**config.mk**
```make
export PLATFORM = sky130hd
export DESIGN_NAME = tbo_prep
export DESIGN_NICKNAME = d
export VERILOG_FILES = /design/src/tbo_pkg.sv /design/src/tbo_prep.sv
export SDC_FILE = /design/constraint.sdc
export NUM_CORES = 1
export LEC_CHECK = 0
export BUFFER_PORTS_ARGS = -buffer_cell sky130_fd_sc_hd__buf_4
export CAP_MARGIN = 15
export CORE_MARGIN = 2
export CORE_UTILIZATION = 40
export DETAILED_ROUTE_END_ITERATION = 6
export GPL_TIMING_DRIVEN = 1
export PLACE_DENSITY = 0.62
export SYNTH_ARGS = -nofsm -noshare
export SYNTH_HDL_FRONTEND = slang
export SYNTH_SLANG_ARGS = --single-unit
```
**constraint.sdc**
```tcl
create_clock -name aclk -period 8.5 [get_ports aclk]
set_clock_uncertainty 0.2 [all_clocks]
set_input_delay 0.425 -clock aclk [delete_from_list [all_inputs] [get_ports aclk]]
set_output_delay 0.425 -clock aclk [all_outputs]
set_load 0.05 [all_outputs]
```
**src/tbo_pkg.sv**
```systemverilog
// shared widths, register indexes, stage enables and multiply helpers
package tbo_pkg;

    localparam int CW = 16;
    localparam int AW = 3;
    localparam int VW = 18;
    localparam int EW = 19;
    localparam int WW = 17;
    localparam int PW = 40;
    localparam int NW = 39;
    localparam int NS = 19;
    localparam int SW = 60;

    localparam logic [AW-1:0] REG_MIN_X = 3'd0;
    localparam logic [AW-1:0] REG_MIN_Y = 3'd1;
    localparam logic [AW-1:0] REG_MIN_Z = 3'd2;
    localparam logic [AW-1:0] REG_MAX_X = 3'd3;
    localparam logic [AW-1:0] REG_MAX_Y = 3'd4;
    localparam logic [AW-1:0] REG_MAX_Z = 3'd5;

    typedef struct packed {
        logic s1;
        logic s2;
        logic s3;
        logic s4;
        logic s5;
    } stage_en_t;

    function automatic logic signed [EW+VW-1:0] mul_ev(input logic signed [EW-1:0] a,
                                                       input logic signed [VW-1:0] b);
        logic signed [EW+VW-1:0] r;
        r = a * b;
        return r;
    endfunction

    function automatic logic signed [2*EW-1:0] mul_ee(input logic signed [EW-1:0] a,
                                                      input logic signed [EW-1:0] b);
        logic signed [2*EW-1:0] r;
        r = a * b;
        return r;
    endfunction

    function automatic logic signed [WW+EW:0] mul_w20(input logic signed [WW-1:0] a,
                                                      input logic signed [EW:0] b);
        logic signed [WW+EW:0] r;
        r = a * b;
        return r;
    endfunction

    function automatic logic signed [VW+EW:0] mul_v20(input logic signed [VW-1:0] a,
                                                      input logic signed [EW:0] b);
        logic signed [VW+EW:0] r;
        r = a * b;
        return r;
    endfunction

    function automatic logic signed [EW:0] abs_e(input logic signed [EW-1:0] a);
        logic signed [EW:0] x;
        x = {a[EW-1], a};
        return x[EW] ? -x : x;
    endfunction

endpackage

```
**src/tbo_prep.sv**
```systemverilog
// stage one: doubled vertex offsets, edges and box widths
module tbo_prep import tbo_pkg::*; (
    input  logic                  aclk,
    input  stage_en_t             en,
    input  logic signed [CW-1:0]  vin     [3][3],
    input  logic signed [CW-1:0]  box_min [3],
    input  logic signed [CW-1:0]  box_max [3],
    output logic signed [VW-1:0]  v_reg   [3][3],
    output logic signed [EW-1:0]  e_reg   [3][3],
    output logic signed [EW-1:0]  e13_reg [3],
    output logic signed [WW-1:0]  w_reg   [3]
);

    logic signed [VW-1:0] c2     [3];
    logic signed [VW-1:0] v_next [3][3];

    always_comb begin
        for (int j = 0; j < 3; j++) begin
            c2[j] = VW'(box_min[j]) + VW'(box_max[j]);
            for (int i = 0; i < 3; i++) begin
                v_next[i][j] = (VW'(vin[i][j]) <<< 1) - c2[j];
            end
        end
    end

    always_ff @(posedge aclk) begin
        if (en.s1) begin
            for (int j = 0; j < 3; j++) begin
                w_reg[j]   <= WW'(box_max[j]) - WW'(box_min[j]);
                e13_reg[j] <= EW'(v_next[2][j]) - EW'(v_next[0][j]);
                for (int i = 0; i < 3; i++) begin
                    v_reg[i][j] <= v_next[i][j];
                    e_reg[i][j] <= EW'(v_next[(i == 2) ? 0 : i + 1][j]) - EW'(v_next[i][j]);
                end
            end
        end
    end

endmodule

```
==> results of run 1 <==
## cell families after synthesis
| kind of cell | after synthesis |
|---|---|
| AO/OA/AOI/OAI | 894 |
| XOR/XNOR | 380 |
| adder cells (fa/ha/maj) | 412 |
| buffers and inverters | 454 |
| flip-flops | 417 |
| multiplexers | 10 |
| other | 1 |
| AND/OR/NAND/NOR | 871 |
## final cells by class
| cell class | instances | area share [%] |
|---|---|---|
| Multi-Input combinational cell | 2579 | 46.60 |
| Sequential cell | 417 | 30.15 |
| Timing Repair Buffer | 685 | 12.52 |
| Tap cell | 1080 | 3.253 |
| Inverter | 355 | 3.208 |
| Clock buffer | 59 | 3.196 |
| Clock inverter | 32 | 0.9760 |
| Antenna cell | 16 | 0.09639 |
## critical path, stage by stage
cell	delay, ps
buf_4	120
ha_1	250
fa_1	420
nor2b_1	180
o21a_1	240
or3_1	400
a21oi_1	160
nor2_1	60
nor2_1	110
xnor2_1	130
ha_1	380
nand2_1	70
o21ai_0	410
a221oi_1	180
nor3_1	350
xor2_1	220
inv_1	70
ha_1	350
inv_1	90
o41a_1	470
a221oi_1	420
nor4_1	140
o311a_1	390
maj3_2	330
a31o_1	210
## worst paths after layout
kind / slack, ps / end / startpoint / cells after the start
hold / removal: 50 / e_reg[20]$_DFFE_PP_ / vin[16] / 3
setup / recovery: 2060 / e_reg[94]$_DFFE_PP_ / box_min[16] / 25
## metal layers
layer  wire (um)  vias to the layer above
met3        6953                      142
li1            -                    13770
met2       50330                      765
met1       44410                    13190
met5          11                        -
met4        2931                        2
## what timing repair did
item	in CTS	in global routing
buffers inserted	0	0
endpoints found under the hold margin	7	0
hold buffers	11	0
## synthesized netlist by cell type, types with 12 or more instances
cell / instances
buf_4: 30
nand3b_1: 12
o31ai_1: 20
xnor2_1: 276
nor4_1: 24
edfxtp_1: 417
nor2b_1: 53
nor2_1: 291
o211ai_1: 19
and3_1: 35
a2111oi_0: 16
nand3_1: 53
nand2_1: 137
or2_2: 22
clkbuf_1: 44
inv_1: 346
o2111ai_1: 15
ha_1: 379
and2_1: 21
buf_2: 13
o21a_1: 43
a21o_1: 68
a31oi_1: 38
a221oi_1: 12
o21bai_1: 48
a21boi_0: 27
or3_1: 28
nor3_1: 77
a211oi_1: 39
nand2b_1: 61
a21oi_1: 218
fa_1: 21
o21ai_0: 160
xor2_1: 96
## through the flow
stage               utilization, %  instance area [um2]  power (uW)  cells  setup WS (ps)
floorplan                        -                33730       14140   3450           2265
global placement             47.46                39650       17600   5105           1573
detailed placement           47.46                39650       17740   5105           1481
CTS                          49.66                41500       20140   5207           2116
global route                 49.70                41530       21410   5219           1679
finish                       49.71                41540       20090   5223           2065
## power breakdown
group          leakage, uW  switching (uW)  internal, uW
Combinational       0.0132            8760          4850
Sequential         0.00408             309          3850
Clock             0.000842             926          1390
==> flow_summary_export.csv, run 1 <==
group,metric,value,unit
outcome,run_status,"finished clean",
synth,synth-simple-area-share,12.92,%
sta,hold_slack,47.17,ps
synth,synth_edf_count,417,
routing,wl,104.6,mm
die,die_h,294.2,um
critical_path,worstPathMaxFanout,4,
routing,drt-pass1-iter-count,5,
routing,ant_nets,0,
sta,fin_crit_sh,75.71,%
synth,yosysWarnings,0,
synth,synth_seq_cells,417,
sta,min_period,6435,ps
sta,tns,0,ps
global_routing,use_met1,29.74,%
synth,syn_inst,3439,
synth,synthMuxAreaShare,0.3157,%
die,io_pins,687,
global_routing,grt_pass1_wl,154.5,mm
global_routing,met2_usage,39.48,%
critical_path,startpoint_type,"input port",
layout,final_cell_mix,"buf_4 (671), edfxtp_1 (417), ha_1 (379)",
synth,synth_ff_type,"edfxtp_1",
layout,fillers,7764,
sta,worst_slew_pin_slew,1033,ps
sta,max_freq,155.4,MHz
job,cap_violations,0,
global_routing,grt_max_degree,163,
layout,multi_input_area,19360,um2
clock_network,post_cts_resized,0,
die,initial_core_util,40.31,%
synth,syn_area,33680,um2
global_routing,grt_util_met3,4.366,%
worst_hold_path,min_path_type,"in -> reg",
placement,portBuffers,670,
sta,setup_viol,0,
layout,drive_gt1_share,20.47,%
die,rows,106,
clock_network,cts_tree,"done",
global_routing,gr-total-overflow,0,
clock_network,cts-root-buf,"clkbuf_16",
layout,final_common_cell,"buf_4",
synth,synth-xor-area-share,10.13,%
power,p_per_area,483.6,nW/um2
power,ir_drop,0.2385,mV
synth,yosysTopAreaCellShare,37.17,%
layout,largest_register_ff_count,162,
die,dieArea,86550,um2
clock_network,path_clk_slew,60,ps
synth,synth_area_per_cell,9.795,um2
clock_network,htree_levels,2,
global_routing,antenna_found_initial,15,
routing,vias,27870,
routing,viasPerCell,5.337,
clock_network,numClockSinks,417,
global_routing,grtUsageTotal,23.24,%
synth,synth_top_area_cell,"edfxtp_1",
routing,drc_errors,0,
synth,synth_cell_types,116,
synth,ys_seq_area_share,37.17,%
routing,post_drt_wl_per_cell,20.03,um
sta,slew-limit-headroom,31.12,%
synth,synth_top_family_by_area,"compound AO/OA/AOI/OAI gates",
die,die_w,294.2,um
global_routing,grt_pass1_vias,26350,
clock_network,cts_buffers,51,
synth,synth_compound_area_share,18.24,%
synth,async_flop_share,0,%
sta,hold_viol_final,0,
layout,final_nets,4735,
clock_network,clockBufferDepth,3,
routing,drt_iter0_drc,1796,
critical_path,cp-end-kind,"register",
power,p_leak,0.01812,uW
layout,seqCellArea,12520,um2
sta,rsz0062_at_grt,"false",
critical_path,cp.arrival,6600,ps
placement,dp_hpwl,85.97,mm
placement,gp_congestion,0.9266,
critical_path,required,8670,ps
critical_path,critPathKind,"in -> reg",
die,core,83560,um2
synth,synth_fa_ha_area_share,15.72,%
sta,maxSlewViolCount,0,
global_routing,top_usage_layer,"met2",
layout,areaGrowthSynthToFinish,23.31,%
synth,synthTopCellsByArea,"edfxtp_1 (37%), ha_1 (14%), xnor2_1 (7.2%)",
(Power assumes the default switching activity.)
==> run 2: changes to the inputs <==
Clock period 8.5 ns to 6.2 ns, I/O delays scaled along.
==> flow_summary_export.csv, run 2 (same netlist as run 1, synthesis figures left out) <==
group,metric,value,unit
critical_path,critPathKind,"in -> reg",
sta,min_period,5930,ps
placement,gp_congestion,0.9121,
die,dieArea,86550,um2
sta,max_freq,168.6,MHz
worst_hold_path,min_path_type,"in -> reg",
sta,setup_viol,0,
critical_path,startpoint_type,"input port",
routing,viasPerCell,5.286,
layout,fillers,7679,
die,core,83560,um2
routing,post_drt_wl_per_cell,20.16,um
die,die_w,294.2,um
sta,hold_slack,48.51,ps
critical_path,worstPathMaxFanout,3,
sta,hold_viol_final,0,
clock_network,cts_tree,"done",
job,cap_violations,0,
sta,slew-limit-headroom,33.25,%
sta,maxSlewViolCount,0,
power,p_per_area,665.3,nW/um2
layout,multi_input_area,19510,um2
clock_network,numClockSinks,417,
critical_path,required,6360,ps
sta,fin_crit_sh,95.64,%
critical_path,cp-end-kind,"register",
layout,largest_register_ff_count,162,
sta,rsz0062_at_grt,"false",
power,ir_drop,0.3621,mV
clock_network,cts-root-buf,"clkbuf_16",
clock_network,cts_buffers,51,
routing,drc_errors,0,
clock_network,path_clk_slew,60,ps
placement,dp_hpwl,91.27,mm
layout,final_nets,4989,
global_routing,grt_pass1_vias,27700,
layout,utilization,52.03,%
sta,worst_slew_pin_slew,976.0,ps
layout,drive_gt1_share,25.45,%
placement,place_ws,-350.5,ps
outcome,run_status,"finished clean",
critical_path,cp.arrival,6090,ps
routing,drt-pass1-iter-count,5,
die,die_h,294.2,um
layout,final_cell_mix,"buf_4 (915), edfxtp_1 (417), ha_1 (379)",
routing,drt_iter0_drc,1617,
routing,ant_nets,0,
die,rows,106,
global_routing,antenna_found_initial,6,
global_routing,grt_max_degree,129,
placement,portBuffers,670,
clock_network,htree_levels,2,
layout,areaGrowthSynthToFinish,29.07,%
die,io_pins,687,
routing,vias,28920,
global_routing,gr-total-overflow,0,
layout,seqCellArea,12520,um2
sta,timing.final.ws_setup,270.0,ps
clock_network,clockBufferDepth,3,
power,p_leak,0.01933,uW
global_routing,grt_pass1_wl,161.7,mm
routing,wl,110.3,mm
die,initial_core_util,40.31,%
layout,final_common_cell,"buf_4",
global_routing,grtUsageTotal,24.40,%
-- run 2: cell count changes in the layout (fill, tap and decap cells not counted), sizes merged --
cell	change
buf	+245
bufinv	-6
clkinv	+1
clkinvlp	+3
diode	-11
dlygate4sd3	+9
inv	+6
-- run 2: cell type report --
type                    count  area share (%)
repair buffers            939           16.43
diodes                      5         0.02878
clock buffers              59           3.005
clock inverters            36          0.6907
well taps                1080           3.108
flip-flops and latches    417           28.80
multi-input cells        2579           44.87
inverters                 355           3.065
-- run 2: layer usage --
layer	global-route usage [%]	wire length (um)	vias to the layer above
li1	-	-	14280
met1	31.21	47390	13700
met2	42.12	53020	793
met3	4.139	6513	138
met4	7.081	3324	2
met5	0	11	-
-- run 2: report_power, final --
group          internal (uW)  switching [uW]  leakage [uW]
Clock                   1650            1290      0.000777
Sequential              5280             420       0.00408
Combinational           7740           12500        0.0145
-- run 2: through the flow --
stage,power (uW),cells,instance area [um2],setup TNS (ps)
finish,28920,5470,43480,0
global route,30870,5470,43480,0
CTS,28920,5463,43300,0
detailed placement,25850,5348,41490,-1109
global placement,25680,5348,41490,-766.3
floorplan,19390,3450,33730,0
-- run 2: critical path: stages --
cell and delay (ps):
buf_4 110, ha_1 220, fa_1 460, nor2b_1 190, o21a_1 210, or3_1 370, a21oi_1 170, nor2_1 70
nor2_1 120, xnor2_1 140, ha_1 240, or4_1 520, o31a_1 280, nand2_1 100, a21boi_1 230, nor3_1 100
or2_2 300, ha_1 300, o21ai_0 100, o32ai_2 150, a211oi_1 120, buf_4 150, a2111oi_4 410, a2111oi_4 160
maj3_2 320, a31o_1 210
-- run 2: path summary, 6_finish.rpt --
check | startpoint | to | slack [ps] | depth (start not counted)
setup / recovery | box_min[16] | e13_reg[37]$_DFFE_PP_ | 270 | 26
hold / removal | vin[95] | v_reg[107]$_DFFE_PP_ | 50 | 4
-- run 2: timing repair --
action / in CTS / in global routing
endpoints found under the hold margin: 17 / 0
gates resized for setup: 0 / 32
hold buffers: 20 / 0
endpoints found under the setup margin: 0 / 28
buffers inserted: 0 / 2
